`src/rtl/core/basedec_pkg.sv`:
```
// Shared types and the character classifier for the base64 decoder.
// No dependencies; every other file imports this package.
package basedec_pkg;

  // Pad character code
  localparam logic [7:0] PadChar = 8'h3D;

  // Character class as seen by the front end
  typedef enum logic [1:0] {
    CLS_DATA,
    CLS_PAD,
    CLS_BAD
  } cls_e;

  // Classified character passed from front to back
  typedef struct packed {
    cls_e       cls;
    logic [5:0] sextet;
    logic       last;
  } item_t;

  // One result as it sits in the output queue
  typedef struct packed {
    logic [7:0] data_byte;
    logic       is_end;
    logic       error;
  } result_t;

  // Map a character to its class and 6-bit value
  function automatic item_t classify(input logic [7:0] sym, input logic last);
    item_t it;
    it.cls    = CLS_BAD;
    it.sextet = 6'd0;
    it.last   = last;
    if (sym >= 8'h41 && sym <= 8'h5A) begin
      it.cls    = CLS_DATA;
      it.sextet = 6'(sym - 8'h41);
    end else if (sym >= 8'h61 && sym <= 8'h7A) begin
      it.cls    = CLS_DATA;
      it.sextet = 6'(sym - 8'h61 + 8'd26);
    end else if (sym >= 8'h30 && sym <= 8'h39) begin
      it.cls    = CLS_DATA;
      it.sextet = 6'(sym - 8'h30 + 8'd52);
    end else if (sym == 8'h2B) begin
      it.cls    = CLS_DATA;
      it.sextet = 6'd62;
    end else if (sym == 8'h2F) begin
      it.cls    = CLS_DATA;
      it.sextet = 6'd63;
    end else if (sym == PadChar) begin
      it.cls    = CLS_PAD;
    end
    return it;
  endfunction

endpackage

```
`src/rtl/core/basedec_front.sv`:
```
// Front end of the base64 decoder: accepts characters, classifies them and
// holds them in a two-entry queue for the back end. Depends on basedec_pkg.
module basedec_front
  import basedec_pkg::*;
(
  input  logic       clk_i,
  input  logic       rst_ni,
  input  logic       push,
  output logic       full,
  input  logic [7:0] symbol_i,
  input  logic       last_i,
  output logic       item_valid_o,
  output item_t      item_o,
  input  logic       item_pop_i
);

  item_t      entry_q [2];
  logic       wr_ptr_q, wr_ptr_d;
  logic       rd_ptr_q, rd_ptr_d;
  logic [1:0] count_q, count_d;
  logic       wr_en;
  logic       rd_en;

  // Take a request whenever a slot is free
  assign full         = (count_q == 2'd2);
  assign wr_en        = push && !full;
  assign item_valid_o = (count_q != 2'd0);
  assign rd_en        = item_pop_i && item_valid_o;
  assign item_o       = entry_q[rd_ptr_q];

  // Advance pointers and count
  always_comb begin
    wr_ptr_d = wr_ptr_q;
    rd_ptr_d = rd_ptr_q;
    count_d  = count_q;
    if (wr_en) wr_ptr_d = !wr_ptr_q;
    if (rd_en) rd_ptr_d = !rd_ptr_q;
    if (wr_en && !rd_en) count_d = count_q + 2'd1;
    else if (!wr_en && rd_en) count_d = count_q - 2'd1;
  end

  always_ff @(posedge clk_i or negedge rst_ni) begin
    if (!rst_ni) begin
      wr_ptr_q <= 1'b0;
      rd_ptr_q <= 1'b0;
      count_q  <= 2'd0;
    end else begin
      wr_ptr_q <= wr_ptr_d;
      rd_ptr_q <= rd_ptr_d;
      count_q  <= count_d;
    end
  end

  // Store the classified character
  always_ff @(posedge clk_i) begin
    if (wr_en) begin
      entry_q[wr_ptr_q] <= classify(symbol_i, last_i);
    end
  end

endmodule

```
`src/rtl/core/basedec_outq.sv`:
```
// Four-entry result queue at the output of the base64 decoder.
// Depends on basedec_pkg for the result type.
module basedec_outq
  import basedec_pkg::*;
(
  input  logic    clk_i,
  input  logic    rst_ni,
  input  logic    wr_en_i,
  input  result_t wr_data_i,
  output logic    full_o,
  input  logic    pop,
  output logic    empty,
  output result_t rd_data_o
);

  result_t    entry_q [4];
  logic [1:0] wr_ptr_q;
  logic [1:0] rd_ptr_q;
  logic [2:0] count_q, count_d;
  logic       wr_ok;
  logic       rd_ok;

  assign full_o    = (count_q == 3'd4);
  assign empty     = (count_q == 3'd0);
  assign wr_ok     = wr_en_i && !full_o;
  assign rd_ok     = pop && !empty;
  assign rd_data_o = entry_q[rd_ptr_q];

  // Track occupancy
  always_comb begin
    count_d = count_q;
    if (wr_ok && !rd_ok) count_d = count_q + 3'd1;
    else if (!wr_ok && rd_ok) count_d = count_q - 3'd1;
  end

  always_ff @(posedge clk_i or negedge rst_ni) begin
    if (!rst_ni) begin
      wr_ptr_q <= 2'd0;
      rd_ptr_q <= 2'd0;
      count_q  <= 3'd0;
    end else begin
      if (wr_ok) wr_ptr_q <= wr_ptr_q + 2'd1;
      if (rd_ok) rd_ptr_q <= rd_ptr_q + 2'd1;
      count_q <= count_d;
    end
  end

  // Hold result data
  always_ff @(posedge clk_i) begin
    if (wr_ok) begin
      entry_q[wr_ptr_q] <= wr_data_i;
    end
  end

  // Occupancy never exceeds the depth
  assert property (@(posedge clk_i) disable iff (!rst_ni) count_q <= 3'd4)
    else $error("outq overflow");

  // Writer never pushes into a full queue
  assert property (@(posedge clk_i) disable iff (!rst_ni) wr_en_i |-> !full_o)
    else $error("outq write while full");

endmodule

```
`src/rtl/core/basedec_back.sv`:
```
// Back end of the base64 decoder: holds the group position, partial byte
// and flags, and writes byte and end results. Depends on basedec_pkg.
module basedec_back
  import basedec_pkg::*;
(
  input  logic    clk_i,
  input  logic    rst_ni,
  input  logic    item_valid_i,
  input  item_t   item_i,
  output logic    item_pop_o,
  output logic    res_wr_o,
  output result_t res_o,
  input  logic    res_full_i
);

  logic [1:0] position_q, position_d;
  logic [7:0] partial_q, partial_d;
  logic       pad_seen_q, pad_seen_d;
  logic       error_seen_q, error_seen_d;
  logic       byte_done_q, byte_done_d;
  logic       emit_byte;
  logic       push_byte;
  logic       push_end;
  logic [7:0] byte_val;
  logic       end_bad;

  // Decide which result the head item owes next
  assign emit_byte = (item_i.cls == CLS_DATA) && !pad_seen_q && !error_seen_q
                     && (position_q != 2'd0);
  assign push_byte = item_valid_i && emit_byte && !byte_done_q;
  assign push_end  = item_valid_i && item_i.last && !(emit_byte && !byte_done_q);
  assign res_wr_o  = (push_byte || push_end) && !res_full_i;

  // Assemble the byte from the remainder and the new sextet
  always_comb begin
    unique case (position_q)
      2'd1:    byte_val = partial_q | {6'd0, item_i.sextet[5:4]};
      2'd2:    byte_val = partial_q | {4'd0, item_i.sextet[5:2]};
      2'd3:    byte_val = partial_q | {2'd0, item_i.sextet};
      default: byte_val = partial_q;
    endcase
  end

  // Next state of the group decoder for the head item
  always_comb begin
    position_d   = position_q + 2'd1;
    partial_d    = partial_q;
    pad_seen_d   = pad_seen_q;
    error_seen_d = error_seen_q;
    priority if (item_i.cls == CLS_PAD) begin
      pad_seen_d = 1'b1;
    end else if (pad_seen_q || item_i.cls == CLS_BAD) begin
      error_seen_d = 1'b1;
    end else if (!error_seen_q) begin
      unique case (position_q)
        2'd0:    partial_d = {item_i.sextet, 2'd0};
        2'd1:    partial_d = {item_i.sextet[3:0], 4'd0};
        2'd2:    partial_d = {item_i.sextet[1:0], 6'd0};
        default: partial_d = partial_q;
      endcase
    end
  end

  assign end_bad = error_seen_d || (position_d != 2'd0);

  always_comb begin
    res_o.data_byte = push_byte ? byte_val : 8'd0;
    res_o.is_end    = !push_byte;
    res_o.error     = !push_byte && end_bad;
  end

  // Pop the head once it owes no more results
  always_comb begin
    if (push_byte) item_pop_o = !res_full_i && !item_i.last;
    else if (push_end) item_pop_o = !res_full_i;
    else item_pop_o = item_valid_i;

    byte_done_d = byte_done_q;
    if (push_byte && !res_full_i && item_i.last) byte_done_d = 1'b1;
    else if (item_pop_o) byte_done_d = 1'b0;
  end

  // Commit state on pop; clear it after the last character
  always_ff @(posedge clk_i or negedge rst_ni) begin
    if (!rst_ni) begin
      position_q   <= 2'd0;
      partial_q    <= 8'd0;
      pad_seen_q   <= 1'b0;
      error_seen_q <= 1'b0;
      byte_done_q  <= 1'b0;
    end else begin
      byte_done_q <= byte_done_d;
      if (item_pop_o) begin
        if (item_i.last) begin
          position_q   <= 2'd0;
          partial_q    <= 8'd0;
          pad_seen_q   <= 1'b0;
          error_seen_q <= 1'b0;
        end else begin
          position_q   <= position_d;
          partial_q    <= partial_d;
          pad_seen_q   <= pad_seen_d;
          error_seen_q <= error_seen_d;
        end
      end
    end
  end

  // A delivered byte awaiting its end result belongs to a last character
  assert property (@(posedge clk_i) disable iff (!rst_ni)
    byte_done_q |-> (item_valid_i && item_i.last))
    else $error("byte_done without pending last item");

  // Never owe a byte and an end result in the same cycle
  assert property (@(posedge clk_i) disable iff (!rst_ni) !(push_byte && push_end))
    else $error("byte and end requested together");

  // Once the byte is out, the next request for that item is the end result
  assert property (@(posedge clk_i) disable iff (!rst_ni)
    byte_done_q |-> (push_end && !push_byte))
    else $error("end result not next after byte");

endmodule

```
`src/rtl/core/base64_decoder.sv`:
```
// Top level of the streaming base64 decoder (standard alphabet, '=' pad).
// Depends on basedec_pkg, basedec_front, basedec_back and basedec_outq.
//
//   channel  | handshake          | payload
//   ---------+--------------------+-----------------------------------
//   input    | push / full        | symbol_i[7:0], last_i
//   result   | empty / pop        | data_byte_o[7:0], is_end_o, error_o
//
// One character is taken per cycle while the front queue is not full. The front
// queue registers the classified character on acceptance; the back end decodes it
// into the result queue once it is at the head, and a byte can be popped from there.
// A last character that also completes a byte stays at the head until both of its
// results, the byte and then the end result, are written into the output queue.
// Reset clears all queues and decode state; no clearing pass is needed.
// The front queue (2 entries) and result queue (4 entries) absorb stalls.
module base64_decoder
  import basedec_pkg::*;
(
  input  logic       clk_i,
  input  logic       rst_ni,
  input  logic       push,
  output logic       full,
  input  logic [7:0] symbol_i,
  input  logic       last_i,
  output logic       empty,
  input  logic       pop,
  output logic [7:0] data_byte_o,
  output logic       is_end_o,
  output logic       error_o
);

  logic    item_valid;
  item_t   item;
  logic    item_pop;
  logic    res_wr;
  result_t res_wdata;
  logic    res_full;
  result_t res_rdata;

  basedec_front u_front (
    .clk_i        (clk_i),
    .rst_ni       (rst_ni),
    .push         (push),
    .full         (full),
    .symbol_i     (symbol_i),
    .last_i       (last_i),
    .item_valid_o (item_valid),
    .item_o       (item),
    .item_pop_i   (item_pop)
  );

  basedec_back u_back (
    .clk_i        (clk_i),
    .rst_ni       (rst_ni),
    .item_valid_i (item_valid),
    .item_i       (item),
    .item_pop_o   (item_pop),
    .res_wr_o     (res_wr),
    .res_o        (res_wdata),
    .res_full_i   (res_full)
  );

  basedec_outq u_outq (
    .clk_i     (clk_i),
    .rst_ni    (rst_ni),
    .wr_en_i   (res_wr),
    .wr_data_i (res_wdata),
    .full_o    (res_full),
    .pop       (pop),
    .empty     (empty),
    .rd_data_o (res_rdata)
  );

  assign data_byte_o = res_rdata.data_byte;
  assign is_end_o    = res_rdata.is_end;
  assign error_o     = res_rdata.error;

endmodule

```
`config.mk`:
```
export PLATFORM = sky130hd
export DESIGN_NAME = base64_decoder
export DESIGN_NICKNAME = d
export VERILOG_FILES = /design/src/rtl/core/basedec_pkg.sv /design/src/rtl/core/basedec_front.sv /design/src/rtl/core/basedec_outq.sv /design/src/rtl/core/basedec_back.sv /design/src/rtl/core/base64_decoder.sv
export SDC_FILE = /design/constraint.sdc
export NUM_CORES = 1
export LEC_CHECK = 0
export BUFFER_PORTS_ARGS = -buffer_cell sky130_fd_sc_hd__buf_2
export CAP_MARGIN = 20
export CORE_MARGIN = 2
export CORE_UTILIZATION = 25
export DETAILED_ROUTE_END_ITERATION = 16
export PLACE_DENSITY = 0.42
export SLEW_MARGIN = 15
export SYNTH_ARGS = -nofsm -noshare
export SYNTH_HDL_FRONTEND = slang
export SYNTH_SLANG_ARGS = --single-unit
```
`constraint.sdc`:
```
create_clock -name clk_i -period 2.8 [get_ports clk_i]
set_input_delay 0.42 -clock clk_i [delete_from_list [all_inputs] [get_ports clk_i]]
set_output_delay 0.42 -clock clk_i [all_outputs]
set_load 0.02 [all_outputs]
```
==> results by group <==
Logic synthesis
  – Post-Syn Area: 0.004138 sq mm
  – Ys async rst share: 0.2750
  – Post-synth top area share: 0.4209
  – Post-synthesis cell count: 322
  – Yosys Warn Count: 0
  – Synth Register Bits: 80
  – Leading register cell type out of synthesis: edfxtp_1
  – Synth unique cells: 57
  – Area contributors post-synth: edfxtp_1 42%, dfrtp_1 13%, ha_1 5.4%, mux4_2 5.4%, mux2_2 3.0%
  – Synth area leader: edfxtp_1
  – Synth Area per Inst: 12.85 sq um
  – Net Count, Synth: 354
  – Sequential area share after synthesis: 0.5540
  – Post-synth EDFFs: 58

Flow run
  – MaxCap Viol Count: 0

Detailed routing
  – Via Count: 2603
  – DR vias/cell: 4.503
  – Total Wirelength: 8.315 mm
  – WL/cell: 14.39 um
  – Post-route DRC: 0
  – Antenna viol nets, final: 0
  – Drt pass-1 iters: 4
  – Initial DRC Count: 122

Die
  – Core Box Area: 0.01641 sq mm
  – Die Wd: 132.7 um
  – Cell Rows: 47
  – Die height: 132.7 um
  – Initial Util: 0.2522
  – Die ar.: 0.01760 sq mm
  – Ports: 25

Worst setup path
  – CP Cell Sequence: inv_1, ha_1, nor4_2, o21ai_1, a21oi_1, ha_1, inv_1, fa_1, xor2_1, nor2_1, xor2_1
  – Reg-to-reg slack, setup: 0.23 ns
  – Crit-path max cell delay: 0.43 ns
  – Kind of critical path: reg -> reg
  – Crit-path leading delay family: adder cells
  – CP Data Arrival Time: 2.83 ns
  – Required time of the critical path: 3.06 ns
  – CP max-delay cell: dfrtp_1
  – CP max FO: 6
  – R2r startpoint: u_back.position_q[0]$_DFFE_PN0P_
  – WP buf/inv: 2
  – CP Capture Type: register
  – Worst reg-to-reg path cell count: 11
  – Startpoint types: register
  – Worst R2R End: u_outq.count_q[2]$_DFFE_PN0P_

Timing
  – Max Clock Freq: 388.8 MHz
  – Post-layout min period: 2.572 ns
  – Worst slew pin tran: 0.7964 ns
  – Final Max Tran Viols: 0
  – Final Setup Violations: 0
  – Layout Skew: 0.004946 ns
  – Tcrit/Tclk final: 0.9186
  – Rel. slew slack: 0.4671
  – Final setup TNS: 0 ns
  – Final hold violation count: 0

Clock tree
  – CTS root buf: clkbuf_16
  – Clock tree sinks: 80
  – CTS tree: yes
  – Num CTS Buffers: 9
  – H-tree Lvls: 3
  – # hold bufs at CTS: 0
  – Clk Latency, worst-skew pair: 0.34 ns
  – CTS Buffer Depth: 2
  – Clk slew on worst S/H paths: 0.06 ns

Layout
  – Register area: 0.002292 sq mm
  – Share of layout cells above drive strength 1: 0.2346
  – Area of the multi-input gates: 0.001703 sq mm
  – Synthesis-to-finish area growth: 16.48%
  – Inserted Diodes: 0
  – # fillers: 1700
  – Final net count: 385

Placed design
  – Routability congestion estimate: 0.7968
  – I/O Buffers: 24
  – Post-DP HPWL: 5.912 mm

Global route
  – Overflow after GRT: 0
  – Initial antenna violation count: 0
  – Gr usage total: 0.1015
  – Vias in the first global route: 2632
  – Largest net degree at the start of global routing: 23
  – Global-route wire length before repair: 13.99 mm

Pwr
  – Pwr/cell area: 1061 mW/mm^2
  – Pleak: 1.785 nW
  – Worst vdd ir: 0.2951 mV
  – Power Total: 5.111 mW

Hold path
  – Hold Crit Class: in -> async

Outcome
  – Status: completed
[through the flow]
step / area, sq um / util / cells / worst slack (ns) / hold WS [ns]
floorplan: 4138 / - / 322 / 0.05574 / 0.1244
global placement: 4517 / 0.2753 / 562 / 0.2583 / 0.4424
detailed placement: 4517 / 0.2753 / 562 / 0.1929 / 0.4413
CTS: 4807 / 0.2930 / 578 / 0.1645 / 0.07444
global route: 4820 / 0.2938 / 578 / -0.009950 / 0.09049
finish: 4820 / 0.2938 / 578 / 0.2279 / 0.05299
[sequential cells by signal (all words and copies together) (netlist names)]
| register | count |
|---|---|
| u_back.byte_done_q | 1 |
| u_back.error_seen_q | 1 |
| u_back.pad_seen_q | 1 |
| u_back.partial_q | 6 |
| u_back.position_q | 2 |
| u_front.count_q | 2 |
| u_front.entry_q | 18 |
| u_front.rd_ptr_q | 1 |
| u_front.wr_ptr_q | 1 |
| u_outq.count_q | 3 |
| u_outq.entry_q | 40 |
| u_outq.rd_ptr_q | 2 |
| u_outq.wr_ptr_q | 2 |
[cell usage in the layout, fill, tap and decap left out, types with 4 or more instances in the layout]
master,count
buf_4,10
dfrtp_1,22
mux4_2,10
xor2_1,7
clkbuf_16,9
inv_1,16
edfxtp_1,58
and2_1,7
nand2b_1,4
xnor2_1,9
mux2i_1,4
ha_1,18
o21ai_0,16
and3_1,4
nand2_1,15
nor2_1,23
nor3_1,8
o31ai_1,4
o22ai_1,5
mux2_2,11
buf_2,24
a31oi_1,6
a21oi_1,16
[worst register-to-register path, delay by kind of cell, from the launching register on]
kind | cells | cell delay (ns)
flip-flops | 1 | 0.43
AND/OR/NAND/NOR | 2 | 0.41
adder cells (fa/ha/maj) | 3 | 0.83
buffers and inverters | 2 | 0.15
AO/OA/AOI/OAI | 2 | 0.38
XOR/XNOR | 2 | 0.30
[timing repair]
| item | CTS | global route |
|---|---|---|
| gates resized for setup | 0 | 3 |
| setup buffers | 0 | 0 |
| setup endpoints to repair | 0 | 21 |
[synth_stat cells, types with 2 or more instances]
cell type,count
a222oi_1,2
and2_1,7
nand3b_1,2
and3_1,4
o21ai_0,16
inv_1,16
ha_1,18
mux2i_1,4
a221oi_1,2
buf_6,4
buf_2,6
o31ai_1,4
clkbuf_1,3
a21oi_1,16
nor2_1,23
mux4_2,10
nor4_1,3
xor2_1,7
dfrtp_1,22
mux2_2,11
or2_2,3
edfxtp_1,58
nand2b_1,4
xnor2_1,9
o22ai_1,5
nor3_1,8
or3_1,2
o21a_1,2
nand2_1,15
nor2b_1,3
a31oi_1,7
[layer usage]
| metal | part of all wire | global-route usage |
|---|---|---|
| met1 | 0.46 | 0.1296 |
| met2 | 0.48 | 0.1609 |
| met3 | 0.032 | 0.02031 |
| met4 | 0.026 | 0.05735 |
| met5 | 0 | 0 |
[layout make-up]
class                      count  area share
tap                          220     0.05711
inverter                      17     0.01324
multi-input combinational    211      0.3533
clock buffer                  10     0.04751
clock inverter                 6     0.01272
timing repair buffer          34     0.04050
sequential                    80      0.4756
[where the power goes]
part | internal, mW | switching, mW | total [mW] | leakage [nW]
clock network | 0.687 | 0.465 | 1.15 | 0.142
registers | 1.67 | 0.225 | 1.89 | 0.807
logic | 0.909 | 1.16 | 2.07 | 0.836
total | 3.26 | 1.85 | 5.11 | 1.79
[kinds of logic after synthesis]
family                   after synthesis  share of synthesized area
XOR/XNOR                              16                    0.03387
adder cells (fa/ha/maj)               19                    0.05927
AO/OA/AOI/OAI                         70                     0.1179
AND/OR/NAND/NOR                       80                    0.09978
flip-flops                            80                     0.5540
buffers and inverters                 31                    0.03749
multiplexers                          26                    0.09767
[worst max-delay path by stage]
stage                                     startpoint                       endpoint  slack [ns]  cells after the start
CTS                 u_back.position_q[0]$_DFFE_PN0P_  u_outq.count_q[2]$_DFFE_PN0P_        0.16                     11
detailed placement  u_back.position_q[0]$_DFFE_PN0P_  u_outq.count_q[2]$_DFFE_PN0P_        0.19                     11
global route        u_back.position_q[0]$_DFFE_PN0P_  u_outq.count_q[2]$_DFFE_PN0P_       -0.01                     11
global placement    u_back.position_q[0]$_DFFE_PN0P_  u_outq.count_q[2]$_DFFE_PN0P_        0.26                     11
finish              u_back.position_q[0]$_DFFE_PN0P_  u_outq.count_q[2]$_DFFE_PN0P_        0.23                     11
floorplan           u_back.position_q[0]$_DFFE_PN0P_  u_outq.count_q[2]$_DFFE_PN0P_        0.06                     11
(Power assumes the default switching activity.)
